--- config.mk ---
export PLATFORM = sky130hd
export DESIGN_NAME = serial_line_editor_with_echo
export DESIGN_NICKNAME = d
export VERILOG_FILES = /design/src/rtl/sle_pkg.sv /design/src/rtl/sle_dp.sv /design/src/rtl/sle_ctrl.sv /design/src/rtl/serial_line_editor_with_echo.sv
export SDC_FILE = /design/constraint.sdc
export NUM_CORES = 1
export LEC_CHECK = 0
export BUFFER_PORTS_ARGS = -buffer_cell sky130_fd_sc_hd__buf_4
export CORE_MARGIN = 5
export CORE_UTILIZATION = 49
export DETAILED_ROUTE_END_ITERATION = 8
export PLACE_DENSITY = 0.72
export SLEW_MARGIN = 20
export SYNTH_ARGS = -nofsm -noshare
export SYNTH_HDL_FRONTEND = slang
export SYNTH_SLANG_ARGS = --single-unit
--- constraint.sdc ---
create_clock -name clk -period 3.85 [get_ports clk]
set_clock_uncertainty 0.1 [all_clocks]
set_input_delay 0.1925 -clock clk [delete_from_list [all_inputs] [get_ports clk]]
set_output_delay 0.1925 -clock clk [all_outputs]
set_load 0.02 [all_outputs]
--- src/rtl/sle_pkg.sv ---
package sle_pkg;

    localparam logic [1:0] KIND_ECHO = 2'd0;
    localparam logic [1:0] KIND_CHAR = 2'd1;
    localparam logic [1:0] KIND_END  = 2'd2;

    localparam logic [7:0] CHR_CR    = 8'h0D;
    localparam logic [7:0] CHR_LF    = 8'h0A;
    localparam logic [7:0] CHR_BS    = 8'h08;
    localparam logic [7:0] CHR_DEL   = 8'h7F;
    localparam logic [7:0] CHR_SPACE = 8'h20;
    localparam logic [7:0] CHR_TILDE = 8'h7E;

    typedef enum logic [1:0] {
        ECHO_CHAR,
        ECHO_ERASE,
        ECHO_EOL
    } echo_sel_t;

    typedef enum logic [2:0] {
        ST_IDLE,
        ST_ECHO,
        ST_TRIM_RD,
        ST_TRIM_CHK,
        ST_EMIT_RD,
        ST_EMIT_WR,
        ST_END
    } state_t;

    typedef struct packed {
        logic      store;
        logic      erase;
        logic      start_echo;
        echo_sel_t echo_sel;
        logic      push_echo;
        logic      last;
        logic      trim_init;
        logic      rd_trim;
        logic      len_dec;
        logic      emit_init;
        logic      rd_emit;
        logic      push_char;
        logic      push_end;
    } ctrl_cmd_t;

    typedef struct packed {
        logic is_eol;
        logic is_erase;
        logic is_print;
        logic fill_nz;
        logic room;
        logic enable;
        logic slot_free;
        logic echo_done;
        logic len_zero;
        logic rd_space;
        logic pos_last;
    } dp_status_t;

    function automatic logic [7:0] echo_byte(echo_sel_t sel, logic [1:0] idx,
                                             logic [7:0] ch);
        logic [7:0] b;
        case (sel)
            ECHO_CHAR:  b = ch;
            ECHO_ERASE: b = (idx == 2'd1) ? CHR_SPACE : CHR_BS;
            ECHO_EOL:   b = (idx == 2'd0) ? CHR_CR : CHR_LF;
            default:    b = ch;
        endcase
        return b;
    endfunction

    function automatic logic [1:0] echo_last_idx(echo_sel_t sel);
        logic [1:0] n;
        case (sel)
            ECHO_CHAR:  n = 2'd0;
            ECHO_ERASE: n = 2'd2;
            ECHO_EOL:   n = 2'd1;
            default:    n = 2'd0;
        endcase
        return n;
    endfunction

endpackage

--- src/rtl/sle_dp.sv ---
module sle_dp #(
    parameter int LINE_DEPTH = 32
) (
    input  logic                  clk,
    input  logic                  rst_n,
    input  logic [7:0]            rx_byte,
    input  logic                  cfg_valid,
    output logic                  cfg_ready,
    input  logic                  line_delivery_enable,
    output logic                  out_valid,
    input  logic                  out_stall,
    output logic [1:0]            out_kind,
    output logic [7:0]            out_byte,
    output logic                  out_last,
    input  sle_pkg::ctrl_cmd_t    cmd,
    output sle_pkg::dp_status_t   status
);

    localparam int AW = $clog2(LINE_DEPTH);
    localparam logic [AW-1:0] FULL_CNT = AW'(LINE_DEPTH - 1);

    logic [6:0]          mem [LINE_DEPTH];
    logic [6:0]          rd_data_reg;
    logic [AW-1:0]       rd_addr;

    logic [AW-1:0]       fill_reg, fill_next;
    logic [AW-1:0]       len_reg, len_next;
    logic [AW-1:0]       pos_reg, pos_next;
    logic                enable_reg, enable_next;
    sle_pkg::echo_sel_t  echo_sel_reg, echo_sel_next;
    logic [1:0]          echo_idx_reg, echo_idx_next;
    logic [7:0]          echo_char_reg, echo_char_next;
    logic                out_valid_reg, out_valid_next;
    logic [1:0]          out_kind_reg, out_kind_next;
    logic [7:0]          out_byte_reg, out_byte_next;
    logic                out_last_reg, out_last_next;
    logic                load;

    assign cfg_ready = 1'b1;

    // line store
    assign rd_addr = cmd.rd_trim ? (len_reg - AW'(1)) : pos_reg;

    always_ff @(posedge clk)
    begin
        if (cmd.store)
        begin
            mem[fill_reg] <= rx_byte[6:0];
        end
        if (cmd.rd_trim || cmd.rd_emit)
        begin
            rd_data_reg <= mem[rd_addr];
        end
    end

    assign load = cmd.push_echo || cmd.push_char || cmd.push_end;

    always_comb
    begin
        fill_next = fill_reg;
        if (cmd.store)
            fill_next = fill_reg + AW'(1);
        else if (cmd.erase)
            fill_next = fill_reg - AW'(1);
        else if (cmd.push_end)
            fill_next = '0;

        enable_next = cfg_valid ? line_delivery_enable : enable_reg;

        echo_sel_next  = echo_sel_reg;
        echo_char_next = echo_char_reg;
        echo_idx_next  = echo_idx_reg;
        if (cmd.start_echo)
        begin
            echo_sel_next  = cmd.echo_sel;
            echo_char_next = rx_byte;
            echo_idx_next  = 2'd0;
        end
        else if (cmd.push_echo)
        begin
            echo_idx_next = echo_idx_reg + 2'd1;
        end

        len_next = len_reg;
        if (cmd.trim_init)
            len_next = fill_reg;
        else if (cmd.len_dec)
            len_next = len_reg - AW'(1);

        pos_next = pos_reg;
        if (cmd.emit_init)
            pos_next = '0;
        else if (cmd.push_char)
            pos_next = pos_reg + AW'(1);

        out_valid_next = load ? 1'b1 : (out_valid_reg && out_stall);
        out_kind_next  = out_kind_reg;
        out_byte_next  = out_byte_reg;
        out_last_next  = out_last_reg;
        if (cmd.push_echo)
        begin
            out_kind_next = sle_pkg::KIND_ECHO;
            out_byte_next = sle_pkg::echo_byte(echo_sel_reg, echo_idx_reg, echo_char_reg);
            out_last_next = cmd.last;
        end
        else if (cmd.push_char)
        begin
            out_kind_next = sle_pkg::KIND_CHAR;
            out_byte_next = {1'b0, rd_data_reg};
            out_last_next = 1'b0;
        end
        else if (cmd.push_end)
        begin
            out_kind_next = sle_pkg::KIND_END;
            out_byte_next = 8'h00;
            out_last_next = 1'b1;
        end
    end

    always_ff @(posedge clk or negedge rst_n)
    begin
        if (!rst_n)
        begin
            fill_reg      <= '0;
            enable_reg    <= 1'b0;
            out_valid_reg <= 1'b0;
            echo_idx_reg  <= 2'd0;
            echo_sel_reg  <= sle_pkg::ECHO_CHAR;
            len_reg       <= '0;
            pos_reg       <= '0;
        end
        else
        begin
            fill_reg      <= fill_next;
            enable_reg    <= enable_next;
            out_valid_reg <= out_valid_next;
            echo_idx_reg  <= echo_idx_next;
            echo_sel_reg  <= echo_sel_next;
            len_reg       <= len_next;
            pos_reg       <= pos_next;
        end
    end

    always_ff @(posedge clk)
    begin
        echo_char_reg <= echo_char_next;
        out_kind_reg  <= out_kind_next;
        out_byte_reg  <= out_byte_next;
        out_last_reg  <= out_last_next;
    end

    assign out_valid = out_valid_reg;
    assign out_kind  = out_kind_reg;
    assign out_byte  = out_byte_reg;
    assign out_last  = out_last_reg;

    always_comb
    begin
        status.is_eol    = (rx_byte == sle_pkg::CHR_CR) || (rx_byte == sle_pkg::CHR_LF);
        status.is_erase  = (rx_byte == sle_pkg::CHR_BS) || (rx_byte == sle_pkg::CHR_DEL);
        status.is_print  = (rx_byte >= sle_pkg::CHR_SPACE) && (rx_byte <= sle_pkg::CHR_TILDE);
        status.fill_nz   = (fill_reg != '0);
        status.room      = (fill_reg != FULL_CNT);
        status.enable    = enable_reg;
        status.slot_free = !out_valid_reg || !out_stall;
        status.echo_done = (echo_idx_reg == sle_pkg::echo_last_idx(echo_sel_reg));
        status.len_zero  = (len_reg == '0);
        status.rd_space  = ({1'b0, rd_data_reg} == sle_pkg::CHR_SPACE);
        status.pos_last  = (pos_reg == (len_reg - AW'(1)));
    end

endmodule

--- src/rtl/sle_ctrl.sv ---
module sle_ctrl (
    input  logic                 clk,
    input  logic                 rst_n,
    input  logic                 in_valid,
    output logic                 in_stall,
    input  sle_pkg::dp_status_t  status,
    output sle_pkg::ctrl_cmd_t   cmd
);

    sle_pkg::state_t state_reg, state_next;
    logic            deliver_reg, deliver_next;
    logic            idle;

    assign idle     = (state_reg == sle_pkg::ST_IDLE);
    assign in_stall = !idle;

    always_comb
    begin
        state_next   = state_reg;
        deliver_next = deliver_reg;
        case (state_reg)
            sle_pkg::ST_IDLE:
            begin
                if (in_valid)
                begin
                    deliver_next = status.is_eol && status.fill_nz && status.enable;
                    if (status.is_eol
                        || (status.is_erase && status.fill_nz)
                        || (status.is_print && status.room))
                        state_next = sle_pkg::ST_ECHO;
                end
            end
            sle_pkg::ST_ECHO:
            begin
                if (status.slot_free && status.echo_done)
                    state_next = deliver_reg ? sle_pkg::ST_TRIM_RD : sle_pkg::ST_IDLE;
            end
            sle_pkg::ST_TRIM_RD:
            begin
                state_next = status.len_zero ? sle_pkg::ST_END : sle_pkg::ST_TRIM_CHK;
            end
            sle_pkg::ST_TRIM_CHK:
            begin
                state_next = status.rd_space ? sle_pkg::ST_TRIM_RD : sle_pkg::ST_EMIT_RD;
            end
            sle_pkg::ST_EMIT_RD:
            begin
                state_next = sle_pkg::ST_EMIT_WR;
            end
            sle_pkg::ST_EMIT_WR:
            begin
                if (status.slot_free)
                    state_next = status.pos_last ? sle_pkg::ST_END : sle_pkg::ST_EMIT_RD;
            end
            sle_pkg::ST_END:
            begin
                if (status.slot_free)
                    state_next = sle_pkg::ST_IDLE;
            end
            default:
            begin
                state_next = sle_pkg::ST_IDLE;
            end
        endcase
    end

    always_comb
    begin
        cmd = '0;
        case (state_reg)
            sle_pkg::ST_IDLE:
            begin
                if (in_valid)
                begin
                    if (status.is_eol)
                    begin
                        cmd.start_echo = 1'b1;
                        cmd.echo_sel   = sle_pkg::ECHO_EOL;
                    end
                    else if (status.is_erase && status.fill_nz)
                    begin
                        cmd.erase      = 1'b1;
                        cmd.start_echo = 1'b1;
                        cmd.echo_sel   = sle_pkg::ECHO_ERASE;
                    end
                    else if (status.is_print && status.room)
                    begin
                        cmd.store      = 1'b1;
                        cmd.start_echo = 1'b1;
                        cmd.echo_sel   = sle_pkg::ECHO_CHAR;
                    end
                end
            end
            sle_pkg::ST_ECHO:
            begin
                cmd.push_echo = status.slot_free;
                cmd.last      = status.echo_done && !deliver_reg;
                cmd.trim_init = status.slot_free && status.echo_done && deliver_reg;
            end
            sle_pkg::ST_TRIM_RD:
            begin
                cmd.rd_trim = !status.len_zero;
            end
            sle_pkg::ST_TRIM_CHK:
            begin
                cmd.len_dec   = status.rd_space;
                cmd.emit_init = !status.rd_space;
            end
            sle_pkg::ST_EMIT_RD:
            begin
                cmd.rd_emit = 1'b1;
            end
            sle_pkg::ST_EMIT_WR:
            begin
                cmd.push_char = status.slot_free;
            end
            sle_pkg::ST_END:
            begin
                cmd.push_end = status.slot_free;
            end
            default:
            begin
                cmd = '0;
            end
        endcase
    end

    always_ff @(posedge clk or negedge rst_n)
    begin
        if (!rst_n)
        begin
            state_reg   <= sle_pkg::ST_IDLE;
            deliver_reg <= 1'b0;
        end
        else
        begin
            state_reg   <= state_next;
            deliver_reg <= deliver_next;
        end
    end

endmodule

--- src/rtl/serial_line_editor_with_echo.sv ---
// Terminal line editor with echo.
// Input channel: rx_byte with in_valid/in_stall; a byte is taken when in_valid
// is high and in_stall low. in_stall is high while a byte is being worked on.
// Output channel: out_kind/out_byte/out_last with out_valid/out_stall; each
// transaction is one echo byte, one delivered line character or the end marker,
// and out_last marks the final transaction caused by an input byte.
// Config channel: line_delivery_enable with cfg_valid/cfg_ready, always ready;
// write it only while the editor is idle.
// Sequence: the byte is taken in the idle state and its echo bytes are sent
// from the echo state; a stored character, an erase or an undelivered line
// end returns to idle from there. A line end with delivery then scans back
// from the line end, reading and checking each character and dropping trailing
// spaces, reads and sends each kept character in turn and then sends the end
// marker; the line store has one registered read port, so each read and the
// use of its data fall in separate states.
// Reset clears the fill count, the delivery enable and the output register;
// the line store holds no meaningful data until written.
// A stalled receiver holds the output register; the editor waits with it and
// keeps in_stall high until the last result of the current byte is in the output register.
module serial_line_editor_with_echo #(
    parameter int LINE_DEPTH = 32
) (
    input  logic       clk,
    input  logic       rst_n,
    input  logic       in_valid,
    output logic       in_stall,
    input  logic [7:0] rx_byte,
    input  logic       cfg_valid,
    output logic       cfg_ready,
    input  logic       line_delivery_enable,
    output logic       out_valid,
    input  logic       out_stall,
    output logic [1:0] out_kind,
    output logic [7:0] out_byte,
    output logic       out_last
);

    sle_pkg::ctrl_cmd_t  cmd;
    sle_pkg::dp_status_t status;

    sle_ctrl u_ctrl (
        .clk      (clk),
        .rst_n    (rst_n),
        .in_valid (in_valid),
        .in_stall (in_stall),
        .status   (status),
        .cmd      (cmd)
    );

    sle_dp #(
        .LINE_DEPTH (LINE_DEPTH)
    ) u_dp (
        .clk                  (clk),
        .rst_n                (rst_n),
        .rx_byte              (rx_byte),
        .cfg_valid            (cfg_valid),
        .cfg_ready            (cfg_ready),
        .line_delivery_enable (line_delivery_enable),
        .out_valid            (out_valid),
        .out_stall            (out_stall),
        .out_kind             (out_kind),
        .out_byte             (out_byte),
        .out_last             (out_last),
        .cmd                  (cmd),
        .status               (status)
    );

endmodule

==> results.cfg <==
[clocking]
holdBufCountCts = 6
post-cts-setup-buffers = 0
cts_max_level = 1
cts_tree = yes
clock_latency_ps = 540
cts.sinks = 275
ctsResizeCount = 0
cts-root-buf = clkbuf_16
clk_pin_slew_ps = 60
cts_buffer_depth = 3
cts_buffers = 29

[global_routing]
antenna_found_initial = 0
grt_usage_pct = 20.3
first_global_vias = 7716
grt_pass1_wl_mm = 45.1
gr-total-overflow = 0
grt_max_degree = 45

[die]
core_area_mm2 = 0.0244
initial_core_util_pct = 49.8
die_h_um = 168
die_area_mm2 = 0.0281
io-pin-count = 28
row_count = 57
die_w_um = 168

[setup_path]
cp.arrival_ps = 3850
worst-setup-path-type = reg2reg
cpMostUsedCell = buf_4
path_cells = inv_1 > ha_1 > nor4b_2 > nor3_2 > buf_4 > or2_1 > buf_4 > nand2_1 > o22ai_1 > a221oi_1 > o221a_1
cp-end-kind = flip-flop
worstPathRequired_ps = 4160
cp_max_fo = 30
crit_slowest_cell = a221oi_1
cp_slowest_stage_delay_ps = 600
rrSetupSlack_ps = 310
startpoint_type = flip-flop

[power]
p_comb_share_pct = 33.5
p_int_uw = 6600
pwr-share-clk_pct = 29.9
netSwitchingFraction_pct = 33.8
seqPwrFrac_pct = 36.6
power_switching_uw = 3360
p_per_area_mw_per_mm2 = 709
power.leakage_uw = 0.00489
ir_drop_mv = 0.413
power.total_uw = 9960

[sta]
finalCriticalPeriod_ps = 3540
hold_viol_final = 0
report.final.setup_viol = 0
fmax_mhz = 282
worst_slew_pin_slew_ps = 753
slew_violations = 0
setup_ws_ps = 310
post-route-period-util_pct = 92.0
setup_tns_ps = 0
maxSlewHeadroom_pct = 49.4
rsz0062_at_grt = no

[hold_path]
min-delay-path-class = in2async

[placement]
pre_cts_slack_ps = 346
place_congestion = 0.947
dp_hpwl_mm = 18.6
dpl.cell_count = 1246
io_buffer_count = 26

[synth]
synth.area.top_cells = edfxtp_1 (61%), dfrtp_1 (5.1%), mux2_2 (3.6%), nor2_1 (2.1%), o211ai_1 (1.8%)
ys_ff_latch = 275
synth_cell_types = 67
netlist_area_mm2 = 0.0122
synth.most_common_cell = edfxtp_1
netlist.area_leader.share_pct = 61.3
ys_warn_count = 0
yosys-top-cells-count = edfxtp_1 (248), nor2_1 (68), inv_1 (43)
synthCells = 885
synth-edff-count = 248
syn_nets = 911
async_reset_ff_share_pct = 9.09
yosys.area.top_type = edfxtp_1
syn_area_per_cell_um2 = 13.7
seq_area_frac_synth_pct = 66.7
synthFlopType = edfxtp_1

[detailed_routing]
via_per_inst = 5.99
ant_nets = 0
dr.pass1.iters = 5
detail_route.wl_per_cell_um = 22.0
drt-total-wl_mm = 28.7
drt_iter0_drc = 859
drc = 0
vias = 7819

[cells_and_area]
nNetsFinal = 985
largest_reg_flops = 224
drive_above_1_share_pct = 20.4
synthToLayoutAreaGrowth_pct = 15.6
final_cells = 1305
final_core_util_pct = 57.6
antennaDiodeCount = 0

[run_status]
outcome = complete, no violations

[job]
maxCapViolCount = 0
==> power by group through the flow <==
stage	sequential, uW	combinational (uW)	clock [uW]
2_1_floorplan	3720	2340	0
3_3_place_gp	3700	3260	0
3_5_place_dp	3710	3290	0
4_1_cts	3650	3330	3020
5_1_grt	3670	3610	3160
6_report	3650	3330	2980
==> placed cells by master, fill, tap and decap left out, types with 4 or more instances in the layout <==
cell type / n
edfxtp_1: 248
buf_4: 81
nor2_1: 68
inv_1: 43
nand2_1: 42
o21ai_0: 41
mux2_2: 39
a21oi_1: 33
o211ai_1: 29
clkbuf_16: 29
a211oi_1: 28
dfrtp_1: 25
nor3_1: 22
nor3b_1: 21
o22ai_1: 20
mux2i_1: 17
o21a_1: 14
a221oi_1: 12
ha_1: 12
nor3b_2: 11
xor2_1: 10
and3_1: 8
nand3_1: 8
a22oi_1: 7
clkinv_2: 7
bufinv_16: 7
xnor2_1: 6
o221a_1: 6
dlygate4sd3_1: 6
nor2b_1: 4
nand4_1: 4
or4_1: 4
nand3b_1: 4
a21o_1: 4
nor4_2: 4
==> layer usage <==
metal	global-route usage [%]	routed length [um]
met5	0	0
met4	5.79	713
met3	3.61	2270
met2	32.6	13500
met1	28.7	12200
==> logic make-up after synthesis <==
family                   Yosys count  synth area share [%]
AO/OA/AOI/OAI                    209                  11.7
XOR/XNOR                          16                  1.15
adder cells (fa/ha/maj)           12                  1.24
buffers and inverters             90                  3.58
flip-flops                       275                  66.7
multiplexers                      56                  5.01
other                              1                0.0309
AND/OR/NAND/NOR                  226                  10.6
==> final timing paths <==
check                                       end        startpoint  depth (start not counted)
max                         u_dp.rd_data_reg[2]   u_dp.len_reg[0]                         11
min                             u_dp.pos_reg[1]             rst_n                          2
max reg2reg                 u_dp.rd_data_reg[2]   u_dp.len_reg[0]                         11
min reg2reg                    u_dp.out_kind[0]  u_dp.out_kind[0]                          2
max in group asynchronous  u_dp.echo_idx_reg[1]             rst_n                          2
min in group clk                 u_dp.mem[6][2]        rx_byte[2]                          1
==> final cells by class <==
class / count / area, um2
well taps: 324 / 405
fillers: 1925 / 10300
multi-input cells: 520 / 3610
clock buffers: 32 / 737
flip-flops and latches: 275 / 8110
repair buffers: 90 / 728
inverters: 43 / 161
clock inverters: 21 / 290
==> critical path, delay by kind of cell, from the launching register on <==
kind | cells | cell delay (ps)
AOI/OAI and AO/OA | 3 | 1040
adders and majority gates | 1 | 240
buffers and inverters | 3 | 540
DFF | 1 | 450
and+or+nand+nor | 4 | 1040
==> through the flow <==
stage	area, um2	hold slack (ps)
floorplan	12200	-203
global placement	13000	25.9
detailed placement	13000	28.8
CTS	14000	4.02
global route	14000	15.7
finish	14000	3.89
Note: power is estimated with default switching activity, not from simulation.
